--- src/hw/rtl/puct_pkg.sv ---
// Shared constants and types for the PUCT child selection block.
package puct_pkg;

    localparam int MAX_CHILDREN = 256;
    localparam int CNT_W        = $clog2(MAX_CHILDREN + 1);
    localparam int IDX_W        = 8;
    localparam int SCORE_W      = 28;
    localparam int ALU_W        = 27;
    localparam int STEP_W       = 5;

    localparam int SQRT_STEPS   = 24;
    localparam int UDIV_STEPS   = 29;
    localparam int QDIV_STEPS   = 31;

    localparam logic [15:0] EXPLORE_RESET = 16'd4096;

    typedef enum logic [2:0] {
        S_IDLE,
        S_SQRT,
        S_MUL1,
        S_MUL2,
        S_UDIV,
        S_QDIV,
        S_SCORE,
        S_EMIT
    } t_state;

endpackage

--- src/hw/rtl/puct_child_select_top.sv ---
// PUCT child scoring and running argmax over the children of one node.
//
// Each child word keeps the block busy from the edge that accepts it until it
// is scored, so a new child word is not taken before the last one is through.
// A word carrying tlast then passes through an emit state that loads the
// result register, and waits there while that register still holds an
// unaccepted word. The work is done by one shared 27-bit subtractor that runs,
// in turn, a 24-step square root of the parent count, a 29-step division of
// the exploration product by (1 + child visits) and a 31-step division of
// the scaled value sum by the child visits; two registered multiplies sit
// between the root and the first division. The result word waits in an
// output register, so the next child is taken while it is pending. Ties keep
// the earliest child; children past MAX_CHILDREN in a group are passed over
// without scoring and only their tlast counts.
module puct_child_select_top
    import puct_pkg::*;
(
    input  logic        i_clk,
    input  logic        i_rst_n,
    input  logic        i_cfg_we,
    input  logic [15:0] i_cfg_wdata,
    input  logic        i_s_tvalid,
    output logic        o_s_tready,
    // [15:0] parent_visits, [39:16] child_value_sum, [55:40] child_visits,
    // [72:56] child_prior, [79:73] zero
    input  logic [79:0] i_s_tdata,
    input  logic        i_s_tlast,
    output logic        o_m_tvalid,
    input  logic        i_m_tready,
    // [7:0] best_index, [35:8] best_score, [39:36] zero
    output logic [39:0] o_m_tdata
);

    t_state r_state, n_state;

    logic [15:0]             r_explore;
    logic [23:0]             r_vabs;
    logic                    r_vneg;
    logic [15:0]             r_visits;
    logic [16:0]             r_prior;
    logic                    r_last;

    logic [ALU_W-1:0]        r_rem;
    logic [47:0]             r_src;
    logic [30:0]             r_quo;
    logic [16:0]             r_dvs;
    logic [STEP_W-1:0]       r_step;
    logic [23:0]             r_root;
    logic [32:0]             r_pc;
    logic [28:0]             r_u;

    logic [SCORE_W-1:0]      r_best;
    logic [CNT_W-1:0]        r_best_pos;
    logic [CNT_W-1:0]        r_count;
    logic                    r_have;

    logic                    r_out_valid;
    logic [IDX_W-1:0]        r_out_idx;
    logic [SCORE_W-1:0]      r_out_score;

    logic                    in_acc;
    logic                    can_score;
    logic                    is_sqrt;
    logic [ALU_W-1:0]        alu_a;
    logic [ALU_W-1:0]        alu_b;
    logic [ALU_W:0]          alu_diff;
    logic                    alu_ge;
    logic [ALU_W-1:0]        alu_rem;
    logic [30:0]             quo_next;
    logic [56:0]             prod;
    logic signed [32:0]      q_val;
    logic signed [32:0]      s_val;
    logic [SCORE_W-1:0]      s_clamp;
    logic                    better;
    logic                    emit_go;

    assign o_s_tready = (r_state == S_IDLE);
    assign in_acc     = i_s_tvalid && o_s_tready;
    assign can_score  = (r_count < CNT_W'(MAX_CHILDREN));
    assign emit_go    = !r_out_valid || i_m_tready;

    // Shared compare-and-subtract unit.
    assign is_sqrt = (r_state == S_SQRT);
    always_comb begin
        if (is_sqrt) begin
            alu_a = {r_rem[24:0], r_src[47:46]};
            alu_b = {1'b0, r_quo[23:0], 2'b01};
        end else begin
            alu_a = {9'b0, r_rem[16:0], r_src[47]};
            alu_b = {10'b0, r_dvs};
        end
    end
    assign alu_diff = {1'b0, alu_a} - {1'b0, alu_b};
    assign alu_ge   = !alu_diff[ALU_W];
    assign alu_rem  = alu_ge ? alu_diff[ALU_W-1:0] : alu_a;
    assign quo_next = {r_quo[29:0], alu_ge};

    assign prod = 57'(r_pc) * 57'(r_root);

    // Score: q + u, clamped to the score range.
    always_comb begin
        if (r_visits == 16'd0) begin
            q_val = '0;
        end else if (r_vneg) begin
            q_val = 33'sd32768 - $signed({2'b0, r_quo})
                    - $signed({32'b0, (r_rem != '0)});
        end else begin
            q_val = 33'sd32768 + $signed({2'b0, r_quo});
        end
        s_val = q_val + $signed({4'b0, r_u});
        if (s_val[32]) begin
            s_clamp = '0;
        end else if (s_val[31:SCORE_W] != '0) begin
            s_clamp = '1;
        end else begin
            s_clamp = s_val[SCORE_W-1:0];
        end
        better = !r_have || (s_clamp > r_best);
    end

    always_ff @(posedge i_clk) begin
        if (!i_rst_n) begin
            r_state <= S_IDLE;
        end else begin
            r_state <= n_state;
        end
    end

    always_comb begin
        n_state = r_state;
        unique case (r_state)
            S_IDLE: begin
                if (in_acc) begin
                    if (can_score) begin
                        n_state = S_SQRT;
                    end else if (i_s_tlast) begin
                        n_state = S_EMIT;
                    end
                end
            end
            S_SQRT:  if (r_step == '0) n_state = S_MUL1;
            S_MUL1:  n_state = S_MUL2;
            S_MUL2:  n_state = S_UDIV;
            S_UDIV:  if (r_step == '0) n_state = S_QDIV;
            S_QDIV:  if (r_step == '0) n_state = S_SCORE;
            S_SCORE: n_state = r_last ? S_EMIT : S_IDLE;
            S_EMIT:  if (emit_go) n_state = S_IDLE;
            default: n_state = S_IDLE;
        endcase
    end

    // Datapath registers.
    always_ff @(posedge i_clk) begin
        case (r_state)
            S_IDLE: begin
                if (in_acc) begin
                    r_vneg   <= i_s_tdata[39];
                    r_vabs   <= i_s_tdata[39] ? 24'(-i_s_tdata[39:16]) : i_s_tdata[39:16];
                    r_visits <= i_s_tdata[55:40];
                    r_prior  <= i_s_tdata[72:56];
                    r_last   <= i_s_tlast;
                    r_src    <= {i_s_tdata[15:0], 32'b0};
                    r_rem    <= '0;
                    r_quo    <= '0;
                    r_step   <= STEP_W'(SQRT_STEPS - 1);
                end
            end
            S_SQRT: begin
                r_rem  <= alu_rem;
                r_quo  <= quo_next;
                r_src  <= {r_src[45:0], 2'b0};
                r_step <= r_step - 1'b1;
                r_root <= quo_next[23:0];
            end
            S_MUL1: begin
                r_pc <= 33'(r_prior) * 33'(r_explore);
            end
            S_MUL2: begin
                r_src  <= {prod[56:28], 19'b0};
                r_dvs  <= 17'(r_visits) + 17'd1;
                r_rem  <= '0;
                r_quo  <= '0;
                r_step <= STEP_W'(UDIV_STEPS - 1);
            end
            S_UDIV: begin
                if (r_step == '0) begin
                    r_u    <= quo_next[28] ? {1'b1, 28'b0} : quo_next[28:0];
                    r_src  <= {r_vabs, 7'b0, 17'b0};
                    r_dvs  <= {1'b0, r_visits};
                    r_rem  <= '0;
                    r_quo  <= '0;
                    r_step <= STEP_W'(QDIV_STEPS - 1);
                end else begin
                    r_rem  <= alu_rem;
                    r_quo  <= quo_next;
                    r_src  <= {r_src[46:0], 1'b0};
                    r_step <= r_step - 1'b1;
                end
            end
            S_QDIV: begin
                r_rem  <= alu_rem;
                r_quo  <= quo_next;
                r_src  <= {r_src[46:0], 1'b0};
                r_step <= r_step - 1'b1;
            end
            default: begin
            end
        endcase
    end

    // Search state, configuration and output register.
    always_ff @(posedge i_clk) begin
        if (!i_rst_n) begin
            r_explore   <= EXPLORE_RESET;
            r_best      <= '0;
            r_best_pos  <= '0;
            r_count     <= '0;
            r_have      <= 1'b0;
            r_out_valid <= 1'b0;
        end else begin
            if (i_cfg_we) begin
                r_explore <= i_cfg_wdata;
            end
            if (r_state == S_SCORE) begin
                if (better) begin
                    r_best     <= s_clamp;
                    r_best_pos <= r_count;
                    r_have     <= 1'b1;
                end
                r_count <= r_count + 1'b1;
            end
            if (r_state == S_EMIT && emit_go) begin
                r_out_valid <= 1'b1;
                r_out_idx   <= r_have ? IDX_W'(r_best_pos) : '0;
                r_out_score <= r_have ? r_best : '0;
                r_best      <= '0;
                r_best_pos  <= '0;
                r_count     <= '0;
                r_have      <= 1'b0;
            end else if (r_out_valid && i_m_tready) begin
                r_out_valid <= 1'b0;
            end
        end
    end

    assign o_m_tvalid = r_out_valid;
    assign o_m_tdata  = {4'b0, r_out_score, r_out_idx};

endmodule
--- config.mk ---
export PLATFORM = sky130hd
export DESIGN_NAME = puct_child_select_top
export DESIGN_NICKNAME = d
export VERILOG_FILES = /design/src/hw/rtl/puct_pkg.sv /design/src/hw/rtl/puct_child_select_top.sv
export SDC_FILE = /design/constraint.sdc
export NUM_CORES = 2
export LEC_CHECK = 0
export BUFFER_PORTS_ARGS = -buffer_cell sky130_fd_sc_hd__buf_4
export CAP_MARGIN = 10
export CORE_UTILIZATION = 55
export DETAILED_ROUTE_END_ITERATION = 12
export HOLD_SLACK_MARGIN = 0.15
export PLACE_DENSITY_LB_ADDON = 0.12
export SLEW_MARGIN = 30
export SYNTH_ARGS = -nofsm -noshare
export SYNTH_HDL_FRONTEND = slang
export SYNTH_SLANG_ARGS = --single-unit
export TNS_END_PERCENT = 1
--- constraint.sdc ---
create_clock -name i_clk -period 26.4 [get_ports i_clk]
set_input_delay 6.6 -clock i_clk [delete_from_list [all_inputs] [get_ports i_clk]]
set_output_delay 6.6 -clock i_clk [all_outputs]
set_load 0.01 [all_outputs]
# Word-level counts from Yosys, hierarchy flattened
# Cells that the tools add are included.
# totals
register_bits	375
output_inout_bits	42
elab_cells	112
# op_classes
add_sub_neg	9
multipliers	2
n_lt_le_gt_ge	2
eq_ne	13
mux	34
bitwise_logic	1
reduce_logical	27
# op_table
op	count
$pmux W48 S5	1
$pmux W31 S4	1
$mux W27	4
$pmux W27 S4	1
$mux W48	2
$mux W33	2
$mux W31	2
$mul A33 B24 Y57	1
$mux W28	2
$pmux W17 S2	1
$add A33 B30 Y33	1
$mul A17 B16 Y33	1
$sub A32 B2 Y33	1
$add A16 B31 Y32 const A	1
$sub A16 B31 Y32 const A	1
$mux W29	1
$gt A28 B28 Y1	1
$sub A27 B27 Y28	1
$reduce_bool A27 Y1	1
$mux W26	1
$mux W3	8
$neg A24 Y24	1
$pmux W3 S8	1
$mux W23	1
27 further kinds	50

# Depth between registers and ports, before layout
# depth
ltp_word	11
depth_mapped	44
ltp_nobuf	39

# Worst setup path before layout
# OpenSTA, ideal clock, no wires.
# synth_path
path_kind	input -> register
start	in i_s_tvalid
end	reg r_quo[0] (enable)
setup_time_ps	571
arrival_time_ps	11087
required_time_ps	25829
path_slack_ps	14742
cell_stages	2
path_cell_list	nor2_1 > o21ai_0
# synth_via
elab_chain_cells	3
# synth_rtl
item	line	source
start, declared	puct_child_select_top.sv:22	input logic i_s_tvalid,
$logic_and A1 B1 Y1	puct_child_select_top.sv:78	assign in_acc = i_s_tvalid && o_s_tready;
$ne A2 B1 Y1 (no source line)	--	
$reduce_and A2 Y1 (no source line)	--	
end signal, assigned	puct_child_select_top.sv:170	r_quo <= quo_next;
end signal, assigned	puct_child_select_top.sv:195	r_quo <= quo_next;
end signal, assigned	puct_child_select_top.sv:202	r_quo <= quo_next;
end, declared	puct_child_select_top.sv:45	logic [30:0] r_quo;
# No other way between the ends.
# A chain may end at the register's enable or synchronous reset.

# Worst setup path after layout
# layout_path
start	reg r_quo[0]
end	reg r_best[13]
# layout_via
elab_chain_cells	11
# layout_rtl
item	line	source
$sub A16 B31 Y32	puct_child_select_top.sv:105	q_val = 33'sd32768 - $signed({2'b0, r_quo})
$sub A32 B2 Y33	puct_child_select_top.sv:106	- $signed({32'b0, (r_rem != '0)});
$mux W33 *	puct_child_select_top.sv:104	end else if (r_vneg) begin
$mux W33 *	puct_child_select_top.sv:102	if (r_visits == 16'd0) begin
$add A33 B30 Y33 *	puct_child_select_top.sv:110	s_val = q_val + $signed({4'b0, r_u});
$reduce_bool A4 Y1	puct_child_select_top.sv:113	end else if (s_val[31:SCORE_W] != '0) begin
$mux W28	puct_child_select_top.sv:113	
$mux W28 *	puct_child_select_top.sv:111	if (s_val[32]) begin
named net s_clamp[21]	puct_child_select_top.sv:73	logic [SCORE_W-1:0] s_clamp;
$gt A28 B28 Y1 *	puct_child_select_top.sv:118	better = !r_have || (s_clamp > r_best);
$logic_or A1 B1 Y1 *	puct_child_select_top.sv:118	
$reduce_and A2 Y1 (no source line) *	--	
end signal, assigned	puct_child_select_top.sv:226	r_best <= s_clamp;
end, declared	puct_child_select_top.sv:52	logic [SCORE_W-1:0] r_best;
# Mark *: on every way through the listed nets, which the timed path passes. The rest lies on a longest branch.

==> results.py <==
metrics = {
    "worst_setup_path": {
        "r2r_slack_ns": 16.05,
        "crit_path_start": "r_quo[0]$_DFFE_PP_",
        "arrival_ns": 10.89,
        "ff2ff_path_depth": 39,
        "cp_num_buf_inv": 3,
        "required_ns": 26.93,
        "cp_max_fo": 56,
        "path_depth": 39,
        "cp-end-kind": "register",
        "cp-start-kind": "register",
        "critical_path.slowest_cell": "a2111oi_0",
        "endpoint": "r_best[13]$_SDFFE_PP0P_",
        "slowest_delay_ns": 0.74,
        "r2r-start": "r_quo[0]$_DFFE_PP_",
        "r2r_end": "r_best[13]$_SDFFE_PP0P_",
        "critical_path_class": "reg2reg",
        "cp_top_family": "compound AO/OA/AOI/OAI gates",
    },
    "detailed_routing": {
        "dr_wl_met2_um": 61500,
        "wl_met1_um": 57700,
        "routed-wl-met3_um": 8770,
        "top_layer_used": "met5",
        "routed-via-count": 38300,
        "drt_iter0_markers": 2504,
        "drc": 0,
        "postRouteAntennaNets": 0,
        "wl_per_cell_um": 19.1,
        "totalWireLength_um": 131000,
        "vias_per_cell": 5.59,
        "firstDrtPassIters": 6,
    },
    "synthesis": {
        "synth-async-reset-ratio": 0,
        "synth_area_leaders": "fa_1 (34%), edfxtp_1 (17%), ha_1 (9.0%)",
        "synth_cell_types": 95,
        "synth_area_per_cell_um2": 9.41,
        "yosysSeqAreaShare": 0.191,
        "synth_edf_count": 290,
        "synthCells": 5585,
        "synth_top_cell_area_share": 0.339,
        "ys.flop_type": "edfxtp_1",
        "synth_largest_area_cell": "fa_1",
        "synth.ff_latch_count": 356,
        "yosysWarnings": 0,
        "synthesis.area_um2": 52500,
    },
    "sta": {
        "fin_tns_setup_ns": 0,
        "final_min_period_over_clock_period": 0.392,
        "finalHoldViolCount": 0,
        "drv_slew": 0,
        "setup_viol": 0,
        "rsz0062_at_grt": "no",
        "final.min_clock_period_ns": 10.35,
        "worstMarginPinSlew_ns": 1.05,
        "fmax_mhz": 96.6,
        "maxSlewHeadroom": 0.299,
        "clock_skew_ns": 0.0310,
        "fin_ws_ns": 16.05,
    },
    "worst_hold_path": {
        "hold_class": "reg2reg",
    },
    "cts": {
        "post-cts-setup-buffer-count": 0,
        "clkSinkCount": 356,
        "cts.reportedPaths.clkPinSlew_ns": 0.06,
        "cts_root_buf": "clkbuf_16",
        "hold_buffers": 0,
        "cts_resized": 0,
        "cts_tree": "yes",
        "cts_inserted_buffers": 45,
        "cts_buffer_depth": 3,
        "cts_htree_levels": 2,
        "clk_latency_ns": 0.63,
    },
    "cells_and_area": {
        "final_common_cell": "inv_1",
        "fin_area_um2": 56300,
        "post-route-util": 0.599,
        "drive_above_1_share": 0.0639,
        "final_nets": 6934,
        "fillers": 8193,
        "area_delta_synth_final_pct": 7.12,
        "final_cell_mix": "inv_1 (966), nand2_1 (900), fa_1 (889)",
    },
    "global_route": {
        "grt_pass1_wl_um": 216000,
        "grt_pass1_vias": 39900,
        "gr-total-overflow": 0,
        "antenna_found_initial": 4,
        "grt_max_degree": 78,
        "track_usage": 0.282,
    },
    "die": {
        "die_h_um": 311,
        "core_um2": 94000,
        "die-area_um2": 96800,
        "ioPinCount": 144,
        "die_w_um": 311,
        "rows": 112,
        "initial_core_util": 0.559,
    },
    "run_status": {
        "outcome": "complete, no violations",
    },
    "placement": {
        "io_buffers": 132,
        "place_area_um2": 54700,
        "routabilityCongestion": 0.894,
        "dp_hpwl_um": 95800,
        "dpl_worst_slack_ns": 16.04,
    },
    "flow_run": {
        "cap_viol_max_count": 0,
    },
}
## logic make-up after synthesis
logic type | count (synthesis) | share of synthesized area
flops | 356 | 0.191
buf+inv | 1259 | 0.0915
mux | 79 | 0.0155
xor+xnor | 185 | 0.0308
other cells | 1 | 0.0000714
simple gates | 1841 | 0.167
fa+ha+maj | 1267 | 0.429
compound gates | 597 | 0.0759
## worst min-delay path by stage
| stage | startpoint | endpoint | slack, ns | depth (start not counted) |
|---|---|---|---|---|
| 2_1_floorplan | r_quo[9]$_DFFE_PP_ | r_root[10]$_DFFE_PP_ | 0.42 | 0 |
| 3_3_place_gp | r_best_pos[6]$_SDFFE_PP0P_ | r_best_pos[6]$_SDFFE_PP0P_ | 0.46 | 2 |
| 3_5_place_dp | r_best_pos[2]$_SDFFE_PP0P_ | r_best_pos[2]$_SDFFE_PP0P_ | 0.47 | 2 |
| 4_1_cts | r_best_pos[2]$_SDFFE_PP0P_ | r_best_pos[2]$_SDFFE_PP0P_ | 0.49 | 2 |
| 5_1_grt | r_best_pos[5]$_SDFFE_PP0P_ | r_best_pos[5]$_SDFFE_PP0P_ | 0.52 | 2 |
| 6_report | r_best_pos[2]$_SDFFE_PP0P_ | r_best_pos[2]$_SDFFE_PP0P_ | 0.49 | 2 |
## layout make-up
class / instances / area (um^2) / area share
clock buffers: 48 / 1160 / 0.0206
multi-input cells: 3973 / 37800 / 0.672
repair buffers: 222 / 1700 / 0.0302
well taps: 1254 / 1570 / 0.0279
inverters: 967 / 3630 / 0.0645
flip-flops and latches: 356 / 10000 / 0.178
clock inverters: 35 / 390 / 0.00694
diodes: 1 / 2.50 / 0.0000445
## state kept, by name, summed over array words and instances (netlist names), 9 cells and up
signal / cells
r_root: 24
r_out_score: 28
r_explore: 16
r_count: 9
r_src: 29
r_visits: 16
r_quo: 31
r_best: 28
r_vabs: 24
r_rem: 27
r_dvs: 17
r_pc: 33
r_prior: 17
r_u: 29
## metal layers
metal | track usage | vias to the layer above
met5 | 0 | -
met1 | 0.394 | 19300
met4 | 0.0732 | 4
met2 | 0.463 | 1230
li1 | - | 17500
met3 | 0.0405 | 207
## cell usage after synthesis, types with 7 or more instances
master,count
inv_1,966
nand2_1,900
fa_1,889
and2_1,406
ha_1,378
edfxtp_1,290
clkbuf_1,257
nor2_1,233
a21oi_1,179
xnor2_1,129
o21ai_0,89
dfxtp_1,66
mux2i_1,61
nor2b_1,59
xor2_1,56
a21o_1,50
nand3_1,41
a31oi_1,36
nor3_1,35
nand4_1,34
nand2b_1,31
a21boi_0,29
o21a_1,24
o21bai_1,19
and3_1,18
mux2_2,18
a211oi_1,17
or3_1,16
nor4_1,15
a221oi_1,13
a221o_1,12
buf_2,12
o31ai_1,12
and4_1,11
o211ai_1,11
a222oi_1,10
buf_1,10
buf_4,9
a21boi_1,8
o22ai_1,8
a211o_1,7
o41ai_1,7
## tightest hold or removal path: cells and delay by family (launching register included)
family | cells | cell delay (ns)
AND/OR/NAND/NOR | 1 | 0.07
multiplexers | 1 | 0.06
flip-flops | 1 | 0.32
## stage by stage
step | hold slack (ns) | cells
6_report | 0.485 | 6856
5_1_grt | 0.523 | 6855
4_1_cts | 0.489 | 6854
3_5_place_dp | 0.474 | 6771
3_3_place_gp | 0.464 | 6770
2_1_floorplan | 0.421 | 5588
Power is left out: the tool's default activity adds up to more than one toggle a clock period on the data nets, which glitch-free logic cannot reach.
